**config.mk**
```make
export PLATFORM = sky130hd
export DESIGN_NAME = memory_block_bounds_checker_core
export DESIGN_NICKNAME = d
export VERILOG_FILES = /design/src/rtl/mbbc_pkg.sv /design/src/rtl/memory_block_bounds_checker_core.sv /design/src/rtl/mbbc_ram.sv /design/src/rtl/mbbc_front.sv /design/src/rtl/mbbc_fifo.sv /design/src/rtl/mbbc_back.sv
export SDC_FILE = /design/constraint.sdc
export NUM_CORES = 2
export LEC_CHECK = 0
export BUFFER_PORTS_ARGS = -buffer_cell sky130_fd_sc_hd__buf_2
export CORE_MARGIN = 2
export CORE_UTILIZATION = 40
export DETAILED_ROUTE_END_ITERATION = 10
export SLEW_MARGIN = 0
export SYNTH_ARGS = -nofsm -noshare
export SYNTH_HDL_FRONTEND = slang
export SYNTH_SLANG_ARGS = --single-unit
```
**constraint.sdc**
```tcl
create_clock -name i_clk -period 7.7 [get_ports i_clk]
set_input_delay 1.54 -clock i_clk [delete_from_list [all_inputs] [get_ports i_clk]]
set_output_delay 1.54 -clock i_clk [all_outputs]
set_load 0.02 [all_outputs]
```
**src/rtl/mbbc_pkg.sv**
```systemverilog
// ----------------------------------------------------------------------------
// mbbc_pkg
// Types and constants shared by the memory block bounds checker modules.
// ----------------------------------------------------------------------------
package mbbc_pkg;

    localparam int unsigned CMD_LEN     = 9;
    localparam int unsigned QUEUE_DEPTH = 2;

    localparam logic [7:0] OP_ADD     = 8'd0;
    localparam logic [7:0] OP_REMOVE  = 8'd1;
    localparam logic [7:0] OP_DISABLE = 8'd2;
    localparam logic [7:0] OP_ENABLE  = 8'd3;

    typedef struct packed {
        logic        operation;
        logic [7:0]  command_byte;
        logic [31:0] access_address;
        logic [7:0]  access_size;
    } t_in_item;

    typedef struct packed {
        logic access_ok;
        logic insert_dropped;
    } t_out_item;

    typedef enum logic [1:0] {
        JOB_BYTE,
        JOB_CMD,
        JOB_CHECK
    } t_job_kind;

    // One classified word from the front end. For a check, len holds the
    // access size; for a command, op/addr/len are the decoded command fields.
    typedef struct packed {
        t_job_kind   kind;
        logic [7:0]  op;
        logic [31:0] addr;
        logic [31:0] len;
    } t_job;

    typedef struct packed {
        logic [31:0] start;
        logic [31:0] length;
    } t_region;

endpackage

```
**src/rtl/memory_block_bounds_checker_core.sv**
```systemverilog
// ----------------------------------------------------------------------------
// memory_block_bounds_checker_core
// Tracks allocated memory regions from nine-byte commands and checks accesses
// against them.
// ----------------------------------------------------------------------------
//  channel   handshake            payload                       direction
//  input     i_start / o_busy     i_item   (t_in_item)          in
//  result    o_done (strobe)      o_result (t_out_item)         out
//
// Every accepted word yields exactly one result word, in order.
// A word is accepted when i_start is high and o_busy is low; o_busy is high
// while the two-entry job queue is full.
// Command bytes, add, enable, disable and checks with checking off finish in
// the cycle the back end takes them; checks with checking on and removals
// scan the region table RAM one entry per cycle.
// The result appears on o_result for one cycle with o_done; it cannot be
// stalled. Reset is synchronous; the region table needs no clearing pass.
// ----------------------------------------------------------------------------
module memory_block_bounds_checker_core #(
    parameter int unsigned MAX_REGIONS = 16
) (
    input  logic                i_clk,
    input  logic                i_rst_n,
    input  logic                i_start,
    input  mbbc_pkg::t_in_item  i_item,
    output logic                o_busy,
    output logic                o_done,
    output mbbc_pkg::t_out_item o_result
);

    logic           accept;
    logic           push;
    logic           pop;
    logic           full;
    logic           empty;
    mbbc_pkg::t_job job_in;
    mbbc_pkg::t_job job_head;

    assign o_busy = full;
    assign accept = i_start && !full;

    mbbc_front u_front (
        .i_clk    (i_clk),
        .i_rst_n  (i_rst_n),
        .i_accept (accept),
        .i_item   (i_item),
        .o_push   (push),
        .o_job    (job_in)
    );

    mbbc_fifo u_fifo (
        .i_clk   (i_clk),
        .i_rst_n (i_rst_n),
        .i_push  (push),
        .i_job   (job_in),
        .i_pop   (pop),
        .o_full  (full),
        .o_empty (empty),
        .o_head  (job_head)
    );

    mbbc_back #(
        .MAX_REGIONS (MAX_REGIONS)
    ) u_back (
        .i_clk    (i_clk),
        .i_rst_n  (i_rst_n),
        .i_empty  (empty),
        .i_job    (job_head),
        .o_pop    (pop),
        .o_done   (o_done),
        .o_result (o_result)
    );

endmodule

```
**src/rtl/mbbc_ram.sv**
```systemverilog
// ----------------------------------------------------------------------------
// mbbc_ram
// Generic single-write, single-read RAM with registered read data.
// ----------------------------------------------------------------------------
module mbbc_ram #(
    parameter int unsigned WIDTH = 64,
    parameter int unsigned DEPTH = 16,
    parameter int unsigned AW    = (DEPTH > 1) ? $clog2(DEPTH) : 1
) (
    input  logic             i_clk,
    input  logic             i_we,
    input  logic [AW-1:0]    i_waddr,
    input  logic [WIDTH-1:0] i_wdata,
    input  logic             i_re,
    input  logic [AW-1:0]    i_raddr,
    output logic [WIDTH-1:0] o_rdata
);

    logic [WIDTH-1:0] r_mem [DEPTH];
    logic [WIDTH-1:0] r_rdata;

    always_ff @(posedge i_clk) begin
        if (i_we) begin
            r_mem[i_waddr] <= i_wdata;
        end
        if (i_re) begin
            r_rdata <= r_mem[i_raddr];
        end
    end

    assign o_rdata = r_rdata;

endmodule

```
**src/rtl/mbbc_front.sv**
```systemverilog
// ----------------------------------------------------------------------------
// mbbc_front
// Front end: collects command bytes into nine-byte commands and classifies
// every accepted word into a job for the back end.
// ----------------------------------------------------------------------------
module mbbc_front (
    input  logic              i_clk,
    input  logic              i_rst_n,
    input  logic              i_accept,
    input  mbbc_pkg::t_in_item i_item,
    output logic              o_push,
    output mbbc_pkg::t_job    o_job
);

    localparam logic [3:0] LAST_POS = 4'(mbbc_pkg::CMD_LEN - 1);

    logic [3:0]  r_pos;
    logic [63:0] r_cmd;
    logic [71:0] full_cmd;

    // The first eight bytes sit in the shift register; the ninth is the
    // byte arriving now.
    assign full_cmd = {r_cmd, i_item.command_byte};

    always_ff @(posedge i_clk) begin
        if (!i_rst_n) begin
            r_pos <= '0;
        end else if (i_accept && !i_item.operation) begin
            r_pos <= (r_pos == LAST_POS) ? 4'd0 : r_pos + 4'd1;
        end
    end

    always_ff @(posedge i_clk) begin
        if (i_accept && !i_item.operation) begin
            r_cmd <= {r_cmd[55:0], i_item.command_byte};
        end
    end

    always_comb begin
        o_job = '0;
        if (i_item.operation) begin
            o_job.kind = mbbc_pkg::JOB_CHECK;
            o_job.addr = i_item.access_address;
            o_job.len  = {24'd0, i_item.access_size};
        end else if (r_pos == LAST_POS) begin
            o_job.kind = mbbc_pkg::JOB_CMD;
            o_job.op   = full_cmd[71:64];
            o_job.addr = full_cmd[63:32];
            o_job.len  = full_cmd[31:0];
        end else begin
            o_job.kind = mbbc_pkg::JOB_BYTE;
        end
    end

    assign o_push = i_accept;

endmodule

```
**src/rtl/mbbc_fifo.sv**
```systemverilog
// ----------------------------------------------------------------------------
// mbbc_fifo
// Short job queue between the front end and the back end.
// ----------------------------------------------------------------------------
module mbbc_fifo (
    input  logic           i_clk,
    input  logic           i_rst_n,
    input  logic           i_push,
    input  mbbc_pkg::t_job i_job,
    input  logic           i_pop,
    output logic           o_full,
    output logic           o_empty,
    output mbbc_pkg::t_job o_head
);

    localparam int unsigned PW = (mbbc_pkg::QUEUE_DEPTH > 1) ?
                                 $clog2(mbbc_pkg::QUEUE_DEPTH) : 1;
    localparam int unsigned CW = $clog2(mbbc_pkg::QUEUE_DEPTH + 1);

    mbbc_pkg::t_job r_entry [mbbc_pkg::QUEUE_DEPTH];
    logic [PW-1:0]  r_wptr;
    logic [PW-1:0]  r_rptr;
    logic [CW-1:0]  r_count;

    assign o_full  = (r_count == CW'(mbbc_pkg::QUEUE_DEPTH));
    assign o_empty = (r_count == '0);
    assign o_head  = r_entry[r_rptr];

    always_ff @(posedge i_clk) begin
        if (!i_rst_n) begin
            r_wptr  <= '0;
            r_rptr  <= '0;
            r_count <= '0;
        end else begin
            if (i_push) begin
                r_wptr <= (r_wptr == PW'(mbbc_pkg::QUEUE_DEPTH - 1)) ? '0 : r_wptr + PW'(1);
            end
            if (i_pop) begin
                r_rptr <= (r_rptr == PW'(mbbc_pkg::QUEUE_DEPTH - 1)) ? '0 : r_rptr + PW'(1);
            end
            r_count <= r_count + CW'(i_push) - CW'(i_pop);
        end
    end

    always_ff @(posedge i_clk) begin
        if (i_push) begin
            r_entry[r_wptr] <= i_job;
        end
    end

    a_no_overflow: assert property (@(posedge i_clk) disable iff (!i_rst_n)
        i_push && o_full |-> i_pop)
        else $error("job pushed into a full queue");

    a_no_underflow: assert property (@(posedge i_clk) disable iff (!i_rst_n)
        i_pop |-> !o_empty)
        else $error("job popped from an empty queue");

endmodule

```
**src/rtl/mbbc_back.sv**
```systemverilog
// ----------------------------------------------------------------------------
// mbbc_back
// Back end: executes jobs in order against the region table, scanning it one
// entry per cycle for removals and enabled checks, and drives the result strobe.
// ----------------------------------------------------------------------------
module mbbc_back #(
    parameter int unsigned MAX_REGIONS = 16
) (
    input  logic                i_clk,
    input  logic                i_rst_n,
    input  logic                i_empty,
    input  mbbc_pkg::t_job      i_job,
    output logic                o_pop,
    output logic                o_done,
    output mbbc_pkg::t_out_item o_result
);

    localparam int unsigned AW = (MAX_REGIONS > 1) ? $clog2(MAX_REGIONS) : 1;
    localparam int unsigned CW = $clog2(MAX_REGIONS + 1);

    typedef enum logic {
        ST_IDLE,
        ST_SCAN
    } t_state;

    t_state              r_state;
    logic [CW-1:0]       r_count;
    logic                r_checking;
    logic [CW-1:0]       r_issue;
    logic                r_rd_vld;
    logic [CW-1:0]       r_wr_idx;
    logic                r_is_check;
    logic [31:0]         r_addr;
    logic [32:0]         r_hi;
    logic                r_hit;
    logic                r_done;
    mbbc_pkg::t_out_item r_result;
    logic                n_done;
    mbbc_pkg::t_out_item n_result;

    logic              table_full;
    logic              is_add;
    logic              scan_issue;
    logic              keep;
    logic              hit_now;
    logic [32:0]       region_end;
    logic              ram_we;
    logic [AW-1:0]     ram_waddr;
    mbbc_pkg::t_region ram_wdata;
    mbbc_pkg::t_region ram_rdata;

    assign o_pop      = (r_state == ST_IDLE) && !i_empty;
    assign table_full = (r_count >= CW'(MAX_REGIONS));
    assign is_add     = (i_job.kind == mbbc_pkg::JOB_CMD) && (i_job.op == mbbc_pkg::OP_ADD);
    assign scan_issue = (r_state == ST_SCAN) && (r_issue < r_count);

    assign region_end = {1'b0, ram_rdata.start} + {1'b0, ram_rdata.length};
    assign hit_now    = (r_addr >= ram_rdata.start) && (r_hi <= region_end);
    assign keep       = (ram_rdata.start != r_addr);

    // Removal compacts in place: the write index never passes the read index,
    // so every entry is read before it can be overwritten.
    always_comb begin
        ram_we    = 1'b0;
        ram_waddr = r_wr_idx[AW-1:0];
        ram_wdata = ram_rdata;
        if (o_pop && is_add && !table_full) begin
            ram_we    = 1'b1;
            ram_waddr = r_count[AW-1:0];
            ram_wdata = '{start: i_job.addr, length: i_job.len};
        end else if ((r_state == ST_SCAN) && r_rd_vld && !r_is_check && keep) begin
            ram_we = 1'b1;
        end
    end

    // A job finishes either in the cycle it is taken or at the end of a scan.
    always_comb begin
        n_done   = 1'b0;
        n_result = r_result;
        if (o_pop) begin
            n_result = '0;
            unique case (i_job.kind)
                mbbc_pkg::JOB_CHECK: begin
                    if (!r_checking) begin
                        n_done             = 1'b1;
                        n_result.access_ok = 1'b1;
                    end
                end
                mbbc_pkg::JOB_CMD: begin
                    if (i_job.op != mbbc_pkg::OP_REMOVE) begin
                        n_done = 1'b1;
                        if ((i_job.op == mbbc_pkg::OP_ADD) && table_full) begin
                            n_result.insert_dropped = 1'b1;
                        end
                    end
                end
                default: begin
                    n_done = 1'b1;
                end
            endcase
        end else if ((r_state == ST_SCAN) && !scan_issue && !r_rd_vld) begin
            n_done   = 1'b1;
            n_result = '{access_ok: r_is_check && r_hit, insert_dropped: 1'b0};
        end
    end

    mbbc_ram #(
        .WIDTH ($bits(mbbc_pkg::t_region)),
        .DEPTH (MAX_REGIONS)
    ) u_table (
        .i_clk   (i_clk),
        .i_we    (ram_we),
        .i_waddr (ram_waddr),
        .i_wdata (ram_wdata),
        .i_re    (scan_issue),
        .i_raddr (r_issue[AW-1:0]),
        .o_rdata (ram_rdata)
    );

    always_ff @(posedge i_clk) begin
        if (!i_rst_n) begin
            r_state    <= ST_IDLE;
            r_count    <= '0;
            r_checking <= 1'b0;
            r_rd_vld   <= 1'b0;
            r_done     <= 1'b0;
            r_result   <= '0;
        end else begin
            r_done   <= n_done;
            r_result <= n_result;
            unique case (r_state)
                ST_IDLE: begin
                    if (o_pop) begin
                        r_addr     <= i_job.addr;
                        r_hi       <= {1'b0, i_job.addr} + {1'b0, i_job.len};
                        r_hit      <= 1'b0;
                        r_issue    <= '0;
                        r_wr_idx   <= '0;
                        r_rd_vld   <= 1'b0;
                        r_is_check <= (i_job.kind == mbbc_pkg::JOB_CHECK);
                        unique case (i_job.kind)
                            mbbc_pkg::JOB_CHECK: begin
                                if (r_checking) begin
                                    r_state <= ST_SCAN;
                                end
                            end
                            mbbc_pkg::JOB_CMD: begin
                                if (i_job.op == mbbc_pkg::OP_REMOVE) begin
                                    r_state <= ST_SCAN;
                                end else if (i_job.op == mbbc_pkg::OP_ADD) begin
                                    if (!table_full) begin
                                        r_count <= r_count + CW'(1);
                                    end
                                end else if (i_job.op == mbbc_pkg::OP_DISABLE) begin
                                    r_checking <= 1'b0;
                                end else if (i_job.op == mbbc_pkg::OP_ENABLE) begin
                                    r_checking <= 1'b1;
                                end
                            end
                            default: begin
                            end
                        endcase
                    end
                end
                ST_SCAN: begin
                    r_rd_vld <= scan_issue;
                    if (scan_issue) begin
                        r_issue <= r_issue + CW'(1);
                    end
                    if (r_rd_vld) begin
                        if (r_is_check) begin
                            r_hit <= r_hit | hit_now;
                        end else if (keep) begin
                            r_wr_idx <= r_wr_idx + CW'(1);
                        end
                    end
                    if (!scan_issue && !r_rd_vld) begin
                        r_state <= ST_IDLE;
                        if (!r_is_check) begin
                            r_count <= r_wr_idx;
                        end
                    end
                end
            endcase
        end
    end

    assign o_done   = r_done;
    assign o_result = r_result;

    a_count_bound: assert property (@(posedge i_clk) disable iff (!i_rst_n)
        r_count <= CW'(MAX_REGIONS))
        else $error("region count beyond table size");

    a_write_behind_read: assert property (@(posedge i_clk) disable iff (!i_rst_n)
        (r_state == ST_SCAN) |-> (r_wr_idx <= r_issue))
        else $error("compaction write overtook the read index");

    a_drop_only_cmd: assert property (@(posedge i_clk) disable iff (!i_rst_n)
        o_done && o_result.insert_dropped |-> !o_result.access_ok && !r_is_check)
        else $error("dropped flag on a check result");

    a_no_pop_in_scan: assert property (@(posedge i_clk) disable iff (!i_rst_n)
        (r_state == ST_SCAN) |-> !o_pop)
        else $error("job taken while a scan is running");

endmodule
```
==> results.json <==
{
  "ys_seq_area_share_pct": 72.5,
  "maxCapViolations": 0,
  "power.leakage_uw": 0.0213,
  "yosysWarnings": 0,
  "synthToLayoutAreaGrowth_pct": 13.0,
  "drive_gt1_share_pct": 24.4,
  "synth_flop_cell": "edfxtp_1",
  "die_width_um": 384,
  "multi_input_area_mm2": 0.0153,
  "synth_nets": 3160,
  "routed_wl_mm": 136,
  "switching_share_pct": 26.0,
  "ant_nets": 0,
  "track_usage_pct": 18.5,
  "fin_setup_tns_ps": 0,
  "numCtsBuffers": 145,
  "antenna_cells": 0,
  "wl_per_cell_um": 26.5,
  "switchingPower_uw": 4930,
  "yosys-mux-area-fraction_pct": 14.5,
  "hold_class": "register to register",
  "finalSetupViolCount": 0,
  "synth_compound_area_share_pct": 4.29,
  "hold_viol_final": 0,
  "worst-setup-path-type": "register to register",
  "slew_viol_final": 0,
  "synth_cell_types": 81,
  "synth_xor_area_share_pct": 0.973,
  "fillers": 12100,
  "cts_max_level": 4,
  "cts_sinks": 1397,
  "final_common_cell": "edfxtp_1",
  "cts_resized": 0,
  "clkSlewWorstSetupHoldPaths_ps": 60,
  "cpPeakStageDelay_ps": 1000,
  "status": "completed",
  "finish.net_count": 3321,
  "vdd_drop_max_uv": 302,
  "clock-root-buffer": "clkbuf_16",
  "first_pass_iters": 6,
  "post_dp_cell_area_mm2": 0.0606,
  "netlist_area_mm2": 0.0576,
  "post_synth_and_or_nand_nor_area_fraction_pct": 3.19,
  "port-buffer-count": 55,
  "worst_slew_pin_slew_ps": 1270,
  "hold_ws_ps": 437,
  "combPwrFrac_pct": 17.5,
  "crit_path_start_kind": "register",
  "via_count": 28800,
  "gp_congestion": 0.909,
  "insertion_delay_ps": 750,
  "fmax_mhz": 209,
  "ys_seq_elements": 1397,
  "pwr-share-seq_pct": 47.0,
  "antenna_found_initial": 10,
  "ff_latch_area_mm2": 0.0418,
  "arrival_ps": 5160,
  "post-route-util_pct": 45.4,
  "initial_core_util_pct": 40.2,
  "row_count": 139,
  "cp_slowest_cell": "nor2_4",
  "die_h_um": 384,
  "async_flop_share_pct": 0,
  "crit_path_end_kind": "register",
  "cts_tree": "yes",
  "grt_pass1_vias": 29200,
  "intPower_uw": 14000,
  "route.detailed.drc": 0,
  "crit_required_ps": 8070,
  "path_cells": "mux2i_1, ha_1, inv_1, a211oi_2, and2_4, a31oi_1, nor2_4, buf_4",
  "min_period_ps": 4790,
  "rsz0062_at_grt": "false",
  "drtIter0Drc": 2754,
  "synth_top_family_by_area": "multiplexers",
  "routed_via_density": 5.61,
  "max_slew_margin_pct": 15.7,
  "dp_hpwl_mm": 84.7,
  "design_area_mm2": 0.0651,
  "syn_avg_cell_area_um2": 19.4,
  "grt_pass1_wl_mm": 200,
  "final_cell_mix": "edfxtp_1, mux4_2, clkbuf_16",
  "syn_inst": 2963,
  "hold_buffers": 0,
  "cp_max_fo": 60,
  "synth_edf_count": 1377,
  "postCtsSetupRepairBufs": 0,
  "p_per_area_mw_per_mm2": 291,
  "grt_max_degree": 133,
  "fin_skew_ps": 28.8,
  "cts.path.max_buffers": 3,
  "die-area_mm2": 0.147,
  "overflow": 0,
  "ios": 56,
  "synthAdderAreaFrac_pct": 3.17,
  "clock_power_share_pct": 35.5,
  "core_mm2": 0.143,
  "fin_crit_sh_pct": 62.2
}
## layer usage
| layer | vias up | track usage [%] | routed length [um] |
|---|---|---|---|
| met5 | - | 0 | 0 |
| met4 | 0 | 4.39 | 2320 |
| met3 | 152 | 2.86 | 7580 |
| met2 | 894 | 29.9 | 65800 |
| met1 | 15300 | 26.6 | 60600 |
| li1 | 12500 | - | - |
## cell type report
| type | instances | share of cell area [%] |
|---|---|---|
| Multi-Input combinational cell | 1370 | 23.4 |
| Clock inverter | 69 | 0.965 |
| Sequential cell | 1397 | 64.1 |
| Timing Repair Buffer | 134 | 1.41 |
| Clock buffer | 188 | 5.98 |
| Tap cell | 1903 | 3.66 |
| Inverter | 76 | 0.438 |
## flip-flops by register name, indices dropped and copies added, names as in the netlist, named ones only
| register | count |
|---|---|
| u_back.r_hi | 33 |
| u_back.r_addr | 32 |
| u_back.r_checking | 1 |
| u_back.u_table.o_rdata | 64 |
| u_front.r_cmd | 64 |
| u_fifo.r_count | 2 |
| u_front.r_pos | 4 |
| u_back.r_hit | 1 |
| u_back.o_result | 2 |
| u_fifo.r_wptr | 1 |
| u_fifo.r_rptr | 1 |
| u_back.r_state | 1 |
| u_back.r_rd_vld | 1 |
| u_fifo.r_entry | 148 |
| u_back.u_table.r_mem | 1024 |
| u_back.r_issue | 5 |
| u_back.o_done | 1 |
| u_back.r_wr_idx | 5 |
| u_back.r_count | 5 |
| u_back.r_is_check | 1 |
## logic make-up (layout without fill, tap and decap cells)
logic type,Yosys count,after routing
xor+xnor,64,64
simple gates,368,368
buf+inv,196,467
mux,425,425
compound gates,368,368
flops,1397,1397
fa+ha+maj,145,145
## path summary, 6_finish.rpt
kind,cells after the start,slack [ps],startpoint,end
max,8,2910,register,u_back.u_table.r_mem[8][32]
min,0,440,u_front.r_cmd[17],u_front.r_cmd[25]
max reg2reg,8,2910,register,u_back.u_table.r_mem[8][32]
min reg2reg,0,440,u_front.r_cmd[17],u_front.r_cmd[25]
## power by group through the flow
| stage | Clock (uW) | Sequential [uW] | Combinational [uW] |
|---|---|---|---|
| after global placement | 0 | 9050 | 3340 |
| final | 6720 | 8900 | 3310 |
| after CTS | 6870 | 8900 | 3360 |
| after floorplan | 0 | 9010 | 2300 |
| after detailed placement | 0 | 9060 | 3340 |
| after global routing | 7140 | 8930 | 3580 |
## cell usage after synthesis, types with 39 or more instances
master / number / share of area [%]
nand2_1: 95 / 0.62
mux2_2: 98 / 1.9
edfxtp_1: 1377 / 72
inv_1: 75 / 0.49
nor2_1: 96 / 0.63
a22o_1: 41 / 0.62
o21ai_0: 77 / 0.67
and2_1: 43 / 0.47
ha_1: 143 / 3.1
clkbuf_1: 81 / 0.53
mux4_2: 320 / 13
a21oi_1: 83 / 0.72
xnor2_1: 39 / 0.59
a21o_1: 49 / 0.64
## worst max-delay path: cells and delay by family (launching register included)
family	cells	cell delay [ps]
AND/OR/NAND/NOR	2	1620
AO/OA/AOI/OAI	2	840
buffers and inverters	2	830
flip-flops	1	520
multiplexers	1	280
adder cells (fa/ha/maj)	1	220
## through the flow
step | instances | power [uW] | setup WS (ps)
CTS | 5137 | 19100 | 2810
floorplan | 2963 | 11300 | 1670
global route | 5137 | 19600 | 2610
finish | 5137 | 18900 | 2910
global placement | 4880 | 12400 | 2910
detailed placement | 4880 | 12400 | 2880
Power figures use the tool's default switching activity.
